[config.mk]
export PLATFORM = sky130hd
export DESIGN_NAME = axis_deadzone_scaler
export DESIGN_NICKNAME = d
export VERILOG_FILES = /design/src/ads_pkg.sv /design/src/ads_front.sv /design/src/ads_div.sv /design/src/ads_out.sv /design/src/axis_deadzone_scaler.sv
export SDC_FILE = /design/constraint.sdc
export NUM_CORES = 2
export LEC_CHECK = 0
export BUFFER_PORTS_ARGS = -buffer_cell sky130_fd_sc_hd__buf_2
export CAP_MARGIN = 20
export CORE_UTILIZATION = 41
export DETAILED_ROUTE_END_ITERATION = 6
export GPL_ROUTABILITY_DRIVEN = 0
export GPL_TIMING_DRIVEN = 0
export HOLD_SLACK_MARGIN = 0.05
export SLEW_MARGIN = 10
export SYNTH_ARGS = -nofsm -noshare
export SYNTH_HDL_FRONTEND = slang
export SYNTH_SLANG_ARGS = --single-unit
[constraint.sdc]
create_clock -name i_clk -period 31.8 [get_ports i_clk]
set_clock_uncertainty 0.15 [all_clocks]
set_input_delay 1.59 -clock i_clk [delete_from_list [all_inputs] [get_ports i_clk]]
set_output_delay 1.59 -clock i_clk [all_outputs]
set_load 0.02 [all_outputs]
[src/ads_pkg.sv]
// ads_pkg: shared types, constants and width helpers for the axis dead-zone scaler.
// No dependencies; imported by every module of the block.
package ads_pkg;

    // Fixed field widths
    localparam int OUT_W      = 16;
    localparam int CFG_DATA_W = 16;
    localparam int CFG_IDX_W  = 3;

    // Quotient magnitude bits kept by the divider; beyond this the result saturates
    localparam int QUOT_W = 17;

    // Defaults and reset values
    localparam int SAMPLE_BITS_DEF = 12;
    localparam int IN_HIGH_RST     = 1024;
    localparam int OUT_LOW_RST     = -32767;
    localparam int OUT_HIGH_RST    = 32767;

    // Register indexes on the configuration port
    typedef enum logic [CFG_IDX_W-1:0] {
        REG_INPUT_LOW       = 3'd0,
        REG_INPUT_HIGH      = 3'd1,
        REG_DEAD_HALF_WIDTH = 3'd2,
        REG_OUTPUT_LOW      = 3'd3,
        REG_OUTPUT_HIGH     = 3'd4
    } t_cfg_idx;

    // Region codes of a result
    typedef enum logic [1:0] {
        REGION_DEAD = 2'd0,
        REGION_UP   = 2'd1,
        REGION_DOWN = 2'd2
    } t_region;

    // Per-item control travelling down the pipeline
    typedef struct packed {
        t_region region;
        logic    fault;
        logic    neg;
        logic    ovf;
    } t_meta;

    // One result item
    typedef struct packed {
        logic signed [OUT_W-1:0] position;
        t_region                 region;
        logic                    span_fault;
    } t_result;

    // Width of the signed numerator (and of its magnitude) for a sample width
    function automatic int num_width(input int sample_bits);
        num_width = sample_bits + OUT_W + 5;
    endfunction

endpackage

[src/ads_front.sv]
// ads_front: region detection, numerator products, sum, magnitude and overflow check.
// Five register stages; depends on ads_pkg.
module ads_front #(
    parameter int SAMPLE_BITS = ads_pkg::SAMPLE_BITS_DEF
) (
    input  logic                                    i_clk,
    input  logic                                    i_rst_n,
    input  logic                                    i_en,
    input  logic                                    i_valid,
    input  logic [SAMPLE_BITS-1:0]                  i_sample,
    input  logic [SAMPLE_BITS-1:0]                  i_in_low,
    input  logic [SAMPLE_BITS-1:0]                  i_in_high,
    input  logic [SAMPLE_BITS-1:0]                  i_dead,
    input  logic signed [ads_pkg::OUT_W-1:0]        i_out_low,
    input  logic signed [ads_pkg::OUT_W-1:0]        i_out_high,
    output logic                                    o_valid,
    output ads_pkg::t_meta                          o_meta,
    output logic [ads_pkg::num_width(SAMPLE_BITS)-1:0] o_mag,
    output logic [SAMPLE_BITS:0]                    o_den
);
    import ads_pkg::*;

    localparam int W1    = SAMPLE_BITS + 3;
    localparam int NUM_W = num_width(SAMPLE_BITS);
    localparam int PA_W  = OUT_W + 2 + SAMPLE_BITS;
    localparam int PB_W  = OUT_W + 1 + W1;

    // Stage 1: half-count compare against the dead zone edges
    logic signed [W1-1:0] s2, lo_x, hi_x, lo2, nn2, mid2, up2, dn2, span2, diff;
    logic                 is_up, is_dn, span_ok;
    t_meta                n_s1_meta;

    assign s2    = $signed(W1'({i_sample, 1'b0}));
    assign lo_x  = $signed(W1'(i_in_low));
    assign hi_x  = $signed(W1'(i_in_high));
    assign lo2   = $signed(W1'({i_in_low, 1'b0}));
    assign nn2   = $signed(W1'({i_dead, 1'b0}));
    assign mid2  = lo_x + hi_x;
    assign up2   = mid2 + nn2;
    assign dn2   = mid2 - nn2;
    assign span2 = hi_x - lo_x - nn2;
    assign is_up = s2 > up2;
    assign is_dn = s2 < dn2;
    assign span_ok = !span2[W1-1] && (span2 != W1'(0));
    assign diff  = is_up ? (s2 - up2) : (s2 - lo2);

    always_comb begin
        n_s1_meta        = '0;
        n_s1_meta.region = is_up ? REGION_UP : (is_dn ? REGION_DOWN : REGION_DEAD);
        n_s1_meta.fault  = (is_up || is_dn) && !span_ok;
    end

    logic                    r_s1_valid;
    t_meta                   r_s1_meta;
    logic signed [W1-1:0]    r_s1_diff;
    logic [SAMPLE_BITS-1:0]  r_s1_span;

    // Stage 2: the two products of the numerator
    logic signed [OUT_W:0]  osum, odiff, base;
    logic signed [PA_W-1:0] prod_a;
    logic signed [PB_W-1:0] prod_b;

    assign osum   = (OUT_W+1)'(i_out_low) + (OUT_W+1)'(i_out_high);
    assign odiff  = (OUT_W+1)'(i_out_high) - (OUT_W+1)'(i_out_low);
    assign base   = (r_s1_meta.region == REGION_UP) ? osum : $signed({i_out_low, 1'b0});
    assign prod_a = base * $signed({1'b0, r_s1_span});
    assign prod_b = odiff * r_s1_diff;

    logic                    r_s2_valid;
    t_meta                   r_s2_meta;
    logic signed [NUM_W-1:0] r_s2_a, r_s2_b;
    logic [SAMPLE_BITS:0]    r_s2_den;

    // Stage 3: numerator sum
    logic                    r_s3_valid;
    t_meta                   r_s3_meta;
    logic signed [NUM_W-1:0] r_s3_num;
    logic [SAMPLE_BITS:0]    r_s3_den;

    // Stage 4: sign and magnitude
    logic                    num_neg;
    t_meta                   n_s4_meta;
    logic                    r_s4_valid;
    t_meta                   r_s4_meta;
    logic [NUM_W-1:0]        r_s4_mag;
    logic [SAMPLE_BITS:0]    r_s4_den;

    assign num_neg = r_s3_num[NUM_W-1];

    always_comb begin
        n_s4_meta     = r_s3_meta;
        n_s4_meta.neg = num_neg;
    end

    // Stage 5: quotient overflow check
    logic                    ovf;
    t_meta                   n_s5_meta;
    logic                    r_s5_valid;
    t_meta                   r_s5_meta;
    logic [NUM_W-1:0]        r_s5_mag;
    logic [SAMPLE_BITS:0]    r_s5_den;

    assign ovf = r_s4_mag >= (NUM_W'(r_s4_den) << QUOT_W);

    always_comb begin
        n_s5_meta     = r_s4_meta;
        n_s5_meta.ovf = ovf;
    end

    // Valid bits
    always_ff @(posedge i_clk) begin
        if (!i_rst_n) begin
            r_s1_valid <= 1'b0;
            r_s2_valid <= 1'b0;
            r_s3_valid <= 1'b0;
            r_s4_valid <= 1'b0;
            r_s5_valid <= 1'b0;
        end else if (i_en) begin
            r_s1_valid <= i_valid;
            r_s2_valid <= r_s1_valid;
            r_s3_valid <= r_s2_valid;
            r_s4_valid <= r_s3_valid;
            r_s5_valid <= r_s4_valid;
        end
    end

    // Payload registers
    always_ff @(posedge i_clk) begin
        if (i_en) begin
            r_s1_meta <= n_s1_meta;
            r_s1_diff <= diff;
            r_s1_span <= span2[SAMPLE_BITS-1:0];

            r_s2_meta <= r_s1_meta;
            r_s2_a    <= NUM_W'(prod_a);
            r_s2_b    <= NUM_W'(prod_b);
            r_s2_den  <= {r_s1_span, 1'b0};

            r_s3_meta <= r_s2_meta;
            r_s3_num  <= r_s2_a + r_s2_b;
            r_s3_den  <= r_s2_den;

            r_s4_meta <= n_s4_meta;
            r_s4_mag  <= num_neg ? NUM_W'(-r_s3_num) : NUM_W'(r_s3_num);
            r_s4_den  <= r_s3_den;

            r_s5_meta <= n_s5_meta;
            r_s5_mag  <= r_s4_mag;
            r_s5_den  <= r_s4_den;
        end
    end

    assign o_valid = r_s5_valid;
    assign o_meta  = r_s5_meta;
    assign o_mag   = r_s5_mag;
    assign o_den   = r_s5_den;

endmodule

[src/ads_div.sv]
// ads_div: pipelined restoring divider, one quotient bit per register stage.
// Depends on ads_pkg; dividend must be below divisor shifted by QUOT_W unless flagged.
module ads_div #(
    parameter int SAMPLE_BITS = ads_pkg::SAMPLE_BITS_DEF
) (
    input  logic                                       i_clk,
    input  logic                                       i_rst_n,
    input  logic                                       i_en,
    input  logic                                       i_valid,
    input  ads_pkg::t_meta                             i_meta,
    input  logic [ads_pkg::num_width(SAMPLE_BITS)-1:0] i_mag,
    input  logic [SAMPLE_BITS:0]                       i_den,
    output logic                                       o_valid,
    output ads_pkg::t_meta                             o_meta,
    output logic [ads_pkg::QUOT_W-1:0]                 o_quo
);
    import ads_pkg::*;

    localparam int NUM_W = num_width(SAMPLE_BITS);

    // Stage registers, stage j resolves quotient bit QUOT_W-1-j
    logic                   r_valid [0:QUOT_W-1];
    t_meta                  r_meta  [0:QUOT_W-1];
    logic [NUM_W-1:0]       r_rem   [0:QUOT_W-1];
    logic [QUOT_W-1:0]      r_quo   [0:QUOT_W-1];
    logic [SAMPLE_BITS:0]   r_den   [0:QUOT_W-1];

    // Stage inputs: entry 0 from the front end, the rest from the previous stage
    wire                    w_valid [0:QUOT_W-1];
    t_meta                  w_meta  [0:QUOT_W-1];
    wire [NUM_W-1:0]        w_rem   [0:QUOT_W-1];
    wire [QUOT_W-1:0]       w_quo   [0:QUOT_W-1];
    wire [SAMPLE_BITS:0]    w_den   [0:QUOT_W-1];

    assign w_valid[0] = i_valid;
    assign w_meta[0]  = i_meta;
    assign w_rem[0]   = i_mag;
    assign w_quo[0]   = '0;
    assign w_den[0]   = i_den;

    for (genvar j = 0; j < QUOT_W; j++) begin : g_stage
        localparam int K = QUOT_W - 1 - j;

        logic [NUM_W-1:0] shifted;
        logic             take;

        if (j > 0) begin : g_link
            assign w_valid[j] = r_valid[j-1];
            assign w_meta[j]  = r_meta[j-1];
            assign w_rem[j]   = r_rem[j-1];
            assign w_quo[j]   = r_quo[j-1];
            assign w_den[j]   = r_den[j-1];
        end

        // Trial subtract of the divisor at this bit weight
        assign shifted = NUM_W'(w_den[j]) << K;
        assign take    = w_rem[j] >= shifted;

        always_ff @(posedge i_clk) begin
            if (!i_rst_n) begin
                r_valid[j] <= 1'b0;
            end else if (i_en) begin
                r_valid[j] <= w_valid[j];
            end
        end

        always_ff @(posedge i_clk) begin
            if (i_en) begin
                r_meta[j] <= w_meta[j];
                r_den[j]  <= w_den[j];
                r_rem[j]  <= take ? (w_rem[j] - shifted) : w_rem[j];
                r_quo[j]  <= w_quo[j] | (QUOT_W'(take) << K);
            end
        end
    end

    assign o_valid = r_valid[QUOT_W-1];
    assign o_meta  = r_meta[QUOT_W-1];
    assign o_quo   = r_quo[QUOT_W-1];

endmodule

[src/ads_out.sv]
// ads_out: quotient sign, segment clamp, 16-bit saturation and the output skid buffer.
// Two register stages plus one skid entry; depends on ads_pkg.
module ads_out (
    input  logic                             i_clk,
    input  logic                             i_rst_n,
    input  logic                             i_valid,
    input  ads_pkg::t_meta                   i_meta,
    input  logic [ads_pkg::QUOT_W-1:0]       i_quo,
    input  logic signed [ads_pkg::OUT_W-1:0] i_out_low,
    input  logic signed [ads_pkg::OUT_W-1:0] i_out_high,
    input  logic                             i_ready,
    output logic                             o_en,
    output logic                             o_valid,
    output ads_pkg::t_result                 o_result
);
    import ads_pkg::*;

    localparam logic signed [QUOT_W:0] POS_MAX = (QUOT_W+1)'(2**(OUT_W-1) - 1);
    localparam logic signed [QUOT_W:0] POS_MIN = (QUOT_W+1)'(-(2**(OUT_W-1)));

    logic    r_out_valid, r_sk_valid;
    t_result r_out, r_sk;

    assign o_en = !r_sk_valid;

    // Stage F1: apply overflow saturation and sign to the quotient
    logic [QUOT_W-1:0]        qmag;
    logic signed [QUOT_W:0]   qsgn;
    logic                     r_f1_valid;
    t_meta                    r_f1_meta;
    logic signed [QUOT_W:0]   r_f1_q;

    assign qmag = i_meta.ovf ? '1 : i_quo;
    assign qsgn = i_meta.neg ? -$signed({1'b0, qmag}) : $signed({1'b0, qmag});

    always_ff @(posedge i_clk) begin
        if (!i_rst_n) begin
            r_f1_valid <= 1'b0;
        end else if (o_en) begin
            r_f1_valid <= i_valid;
        end
    end

    always_ff @(posedge i_clk) begin
        if (o_en) begin
            r_f1_meta <= i_meta;
            r_f1_q    <= qsgn;
        end
    end

    // Stage F2: output middle, one-sided clamp, saturation
    logic signed [OUT_W:0]    osum, ohalf;
    logic signed [QUOT_W:0]   ol_x, oh_x, clamped;
    logic signed [OUT_W-1:0]  omid, sat;
    t_result                  n_res;

    assign osum  = (OUT_W+1)'(i_out_low) + (OUT_W+1)'(i_out_high);
    assign ohalf = (osum + $signed({{OUT_W{1'b0}}, osum[OUT_W]})) >>> 1;
    assign omid  = ohalf[OUT_W-1:0];
    assign ol_x  = (QUOT_W+1)'(i_out_low);
    assign oh_x  = (QUOT_W+1)'(i_out_high);

    always_comb begin
        case (r_f1_meta.region)
            REGION_UP:   clamped = (r_f1_q > oh_x) ? oh_x : r_f1_q;
            REGION_DOWN: clamped = (r_f1_q < ol_x) ? ol_x : r_f1_q;
            default:     clamped = r_f1_q;
        endcase
    end

    always_comb begin
        if (clamped > POS_MAX) begin
            sat = POS_MAX[OUT_W-1:0];
        end else if (clamped < POS_MIN) begin
            sat = POS_MIN[OUT_W-1:0];
        end else begin
            sat = clamped[OUT_W-1:0];
        end
    end

    always_comb begin
        n_res.region     = r_f1_meta.region;
        n_res.span_fault = r_f1_meta.fault;
        if (r_f1_meta.fault || (r_f1_meta.region == REGION_DEAD)) begin
            n_res.position = omid;
        end else begin
            n_res.position = sat;
        end
    end

    // Output register with one skid entry; upstream halts only when the skid is full
    always_ff @(posedge i_clk) begin
        if (!i_rst_n) begin
            r_out_valid <= 1'b0;
            r_sk_valid  <= 1'b0;
        end else if (r_sk_valid) begin
            if (i_ready) begin
                r_out      <= r_sk;
                r_sk_valid <= 1'b0;
            end
        end else if (r_f1_valid) begin
            if (!r_out_valid || i_ready) begin
                r_out       <= n_res;
                r_out_valid <= 1'b1;
            end else begin
                r_sk       <= n_res;
                r_sk_valid <= 1'b1;
            end
        end else if (i_ready) begin
            r_out_valid <= 1'b0;
        end
    end

    assign o_valid  = r_out_valid;
    assign o_result = r_out;

    // Checks
    a_skid_needs_out: assert property (@(posedge i_clk) disable iff (!i_rst_n)
        r_sk_valid |-> r_out_valid)
        else $error("skid entry held without a waiting output");

    a_skid_on_stall: assert property (@(posedge i_clk) disable iff (!i_rst_n)
        $rose(r_sk_valid) |-> $past(r_out_valid && !i_ready))
        else $error("skid filled although the output was free");

    a_skid_holds: assert property (@(posedge i_clk) disable iff (!i_rst_n)
        (r_sk_valid && !i_ready) |=> (r_sk_valid && $stable(r_sk)))
        else $error("skid entry lost or changed under stall");

    a_fault_region: assert property (@(posedge i_clk) disable iff (!i_rst_n)
        (r_out_valid && r_out.span_fault) |-> (r_out.region != REGION_DEAD))
        else $error("span fault flagged in the dead zone");

endmodule

[src/axis_deadzone_scaler.sv]
// axis_deadzone_scaler: top level, configuration registers and pipeline wiring.
// Depends on ads_pkg, ads_front, ads_div and ads_out.
// Pipeline: 7 + QUOT_W = 24 register stages (5 front-end stages, one divider stage per
//   quotient bit, sign stage and output register).
// Throughput: one sample per cycle while o_ready is high; the 17-stage divider sets the
//   depth. One skid entry takes the first result that meets a stalled output; o_ready is
//   low while it is held and rises as soon as it moves on to the output register.
// Reset (synchronous, active low) clears all valid bits and loads the register defaults.
module axis_deadzone_scaler #(
    parameter int SAMPLE_BITS = ads_pkg::SAMPLE_BITS_DEF
) (
    input  logic                                 i_clk,
    input  logic                                 i_rst_n,
    input  logic                                 i_valid,
    output logic                                 o_ready,
    input  logic [SAMPLE_BITS-1:0]               i_sample,
    output logic                                 o_valid,
    input  logic                                 i_ready,
    output logic signed [ads_pkg::OUT_W-1:0]     o_position,
    output logic [1:0]                           o_region,
    output logic                                 o_span_fault,
    input  logic                                 i_cfg_we,
    input  logic [ads_pkg::CFG_IDX_W-1:0]        i_cfg_idx,
    input  logic [ads_pkg::CFG_DATA_W-1:0]       i_cfg_data
);
    import ads_pkg::*;

    localparam int NUM_W = num_width(SAMPLE_BITS);

    // Configuration registers
    logic [SAMPLE_BITS-1:0]   r_in_low, r_in_high, r_dead;
    logic signed [OUT_W-1:0]  r_out_low, r_out_high;

    always_ff @(posedge i_clk) begin
        if (!i_rst_n) begin
            r_in_low   <= '0;
            r_in_high  <= SAMPLE_BITS'(IN_HIGH_RST);
            r_dead     <= '0;
            r_out_low  <= OUT_W'(OUT_LOW_RST);
            r_out_high <= OUT_W'(OUT_HIGH_RST);
        end else if (i_cfg_we) begin
            case (i_cfg_idx)
                REG_INPUT_LOW:       r_in_low   <= i_cfg_data[SAMPLE_BITS-1:0];
                REG_INPUT_HIGH:      r_in_high  <= i_cfg_data[SAMPLE_BITS-1:0];
                REG_DEAD_HALF_WIDTH: r_dead     <= i_cfg_data[SAMPLE_BITS-1:0];
                REG_OUTPUT_LOW:      r_out_low  <= $signed(i_cfg_data[OUT_W-1:0]);
                REG_OUTPUT_HIGH:     r_out_high <= $signed(i_cfg_data[OUT_W-1:0]);
                default: ;
            endcase
        end
    end

    // Pipeline
    logic                    en;
    logic                    fr_valid, dv_valid;
    t_meta                   fr_meta, dv_meta;
    logic [NUM_W-1:0]        fr_mag;
    logic [SAMPLE_BITS:0]    fr_den;
    logic [QUOT_W-1:0]       dv_quo;
    t_result                 res;

    assign o_ready = en;

    ads_front #(
        .SAMPLE_BITS (SAMPLE_BITS)
    ) u_front (
        .i_clk      (i_clk),
        .i_rst_n    (i_rst_n),
        .i_en       (en),
        .i_valid    (i_valid),
        .i_sample   (i_sample),
        .i_in_low   (r_in_low),
        .i_in_high  (r_in_high),
        .i_dead     (r_dead),
        .i_out_low  (r_out_low),
        .i_out_high (r_out_high),
        .o_valid    (fr_valid),
        .o_meta     (fr_meta),
        .o_mag      (fr_mag),
        .o_den      (fr_den)
    );

    ads_div #(
        .SAMPLE_BITS (SAMPLE_BITS)
    ) u_div (
        .i_clk   (i_clk),
        .i_rst_n (i_rst_n),
        .i_en    (en),
        .i_valid (fr_valid),
        .i_meta  (fr_meta),
        .i_mag   (fr_mag),
        .i_den   (fr_den),
        .o_valid (dv_valid),
        .o_meta  (dv_meta),
        .o_quo   (dv_quo)
    );

    ads_out u_out (
        .i_clk      (i_clk),
        .i_rst_n    (i_rst_n),
        .i_valid    (dv_valid),
        .i_meta     (dv_meta),
        .i_quo      (dv_quo),
        .i_out_low  (r_out_low),
        .i_out_high (r_out_high),
        .i_ready    (i_ready),
        .o_en       (en),
        .o_valid    (o_valid),
        .o_result   (res)
    );

    assign o_position   = res.position;
    assign o_region     = res.region;
    assign o_span_fault = res.span_fault;

endmodule
==> metrics <==
outcome=complete, but fails checks; failing checks=design-rule violations; vias in the first global route=55,700; Yosys cell types=a little over 90; Commonest cells post-synth=edfxtp_1, inv_1, nand2_1; Setup Fix Bufs, Post-CTS=0; Finished Core Util=45.6%; CP dominant cell by count=fa_1; period utilization=35.3%; CTS tree=done; Top FF cell, synth=edfxtp_1; initial antenna violation count=7; CP Class=reg -> reg; worst skew pair latency=0.78 ns; die width=456 um; clock root buffer=clkbuf_16; CP startpoint kind=flip-flop; die height=roughly 460 um; HP Class=reg -> reg; Iter 0 DRT Violations=3,897; I/O Buffers=55; Max-cap violations=0; Congestion Overflow GR=0; CP required=32.16 ns; Final HPWL DP=148 mm; largest net degree at the start of global routing=roughly 140; Seq cells post-synth=1,364; GRT Overall Usage=18.3%; top-area cell type share of the netlist area=45.6%; Slew Limit Fails=0; Clock Pin Slew Worst Setup and Hold Paths=0.06 ns; endpoints failing setup=0; Detailed Routing Iterations Pass 1=7; Max Fclk=0.0891 GHz; Total Nets Final=8,798; row cnt=166; top cell type by total area after synthesis=edfxtp_1; total CTS buffers=143; FF+latch area=0.0402 sq mm; clock period minus worst slack=~11 ns; Slowest-stage cell, CP=o22ai_1; Avg Inst Size Synth=11.3 sq um; syn_nets=around 8,600; RSZ-0062 raised after global routing=false; H-tree depth=4; core area=0.205 sq mm; layout cell share with drive strength beyond 1=4.96%; Mapped Cells=7,508; slew margin rel.=12.1%; ANT nets after route=0; vias=~55,000; post-synthesis sequential area ratio=47.5%; total negative setup slack=0 ns; CTS Hold Bufs=0; DR WL/cell=between 15 and 20 um; Via density=between 5 and 6; Setup crit end kind=flip-flop; DIE AREA=about 0.21 sq mm; CP peak stage delay=0.85 ns; initial core utilization=41.3%; largest cells by area after synthesis=edfxtp_1, fa_1, ha_1, inv_1, xnor2_1; first-pass GRT wire length=around 300 mm; final hold viol count=0; most frequent cell after synthesis=edfxtp_1; DRC=7; Inst Count DP=10,300; Fill cells=18,500; multi-input logic area=0.0401 sq mm; I/O Pins=between 50 and 60; clk sinks=1,364; area grow syn2layout=10.3%; Clock Tree Buf Depth=3; post-synthesis async set-or-reset flop share=0%; Slew @ Worst Pin=1.30 ns; synthesized area=between 0.08 and 0.09 sq mm; Yosys warnings=0; Resized cells post-CTS=0; worst path arrival time=approximately 12 ns; crit-path max FO=10; Post-synth EDFFs=1,287; post-route insts no fill=10,500; Post-Route WL=190 mm
[placed cells by master (no fill, tap or decap), types with 77 or more instances in the layout]
cell and count:
fa_1 462, a21boi_0 107, clkbuf_1 191, nand2b_1 93
nand3_1 99, a21oi_1 301, nor3_1 145, and2_1 237
ha_1 575, inv_1 1001, o21ai_0 278, a21o_1 85
clkbuf_16 143, nor4_1 79, nand2_1 704, xnor2_1 314
nor2_1 387, dfxtp_1 77, edfxtp_1 1287, xor2_1 171
nor2b_1 122
[registers in the layout, summed over array words and instances (netlist names), 15 cells and up]
signal,count
u_div.r_rem,528
u_div.r_den,192
u_div.r_quo,153
u_div.r_meta,85
u_front.o_mag,33
u_front.r_s3_num,33
u_front.r_s4_mag,33
u_front.r_s2_b,32
u_front.r_s2_a,30
u_out.o_result,19
u_out.r_sk,19
u_out.r_f1_q,18
u_div.r_valid,17
r_out_high,16
r_out_low,16
u_front.r_s1_diff,15
[layout make-up]
type,count,area share [%]
sequential,1364,43.0
clock buffer,170,3.97
clock inverter,88,1.08
timing repair buffer,72,0.659
tap,2688,3.60
inverter,1006,4.05
buffer,180,0.740
multi-input combinational,4958,42.9
antenna,3,0.00803
[per-stage QoR]
step,instance area [sq um],setup slack [ns],hold slack [ns]
after floorplan,84700,3.91,0.250
after global placement,88300,-5.87,0.251
after detailed placement,88700,20.61,0.255
after CTS,93400,20.58,0.264
after global routing,93400,20.10,0.258
final,93400,20.58,0.261
[final timing paths]
path,start,end,slack [ns],depth (start not counted)
max,r_out_low[2]$_SDFFE_PN0P_,u_front.r_s2_b[31]$_DFFE_PN_,20.58,33
min,u_div.r_meta[0][25]$_DFFE_PN_,u_div.r_meta[0][30]$_DFFE_PN_,0.26,0
max reg2reg,r_out_low[2]$_SDFFE_PN0P_,u_front.r_s2_b[31]$_DFFE_PN_,20.58,33
min reg2reg,u_div.r_meta[0][25]$_DFFE_PN_,u_div.r_meta[0][30]$_DFFE_PN_,0.26,0
[worst max-delay path: cells and delay by family, from the launching register on]
family | cells | cell delay [ns]
and+or+nand+nor | 4 | 0.96
AOI/OAI and AO/OA | 13 | 3.71
DFF | 1 | 0.43
adders and majority gates | 8 | 3.84
xor gates and xnor gates | 1 | 0.29
buffers and inverters | 7 | 1.54
[routing by layer]
layer  track usage [%]  share of wire [%]  vias to the layer above
li1                  -                  -                    26500
met1              24.2                 44                    27000
met3              2.51                4.6                      340
met2              31.2                 48                     1232
met4              5.48                2.8                        2
met5                 0             0.0074                        -
[logic make-up (layout without fill, tap and decap cells)]
logic type | count (synthesis) | in the layout | synth area share [%]
and+or+nand+nor | 2169 | 2169 | 12.8
DFF | 1364 | 1364 | 47.5
AOI/OAI and AO/OA | 1198 | 1198 | 9.23
buffers and inverters | 1186 | 1516 | 5.28
adders and majority gates | 1037 | 1037 | 19.4
xor gates and xnor gates | 488 | 488 | 5.05
muxes | 66 | 66 | 0.824
other | 0 | 3 | 0
Power is not shown: default switching activity piles up to over one toggle a cycle in this logic, so the estimate is an artifact.
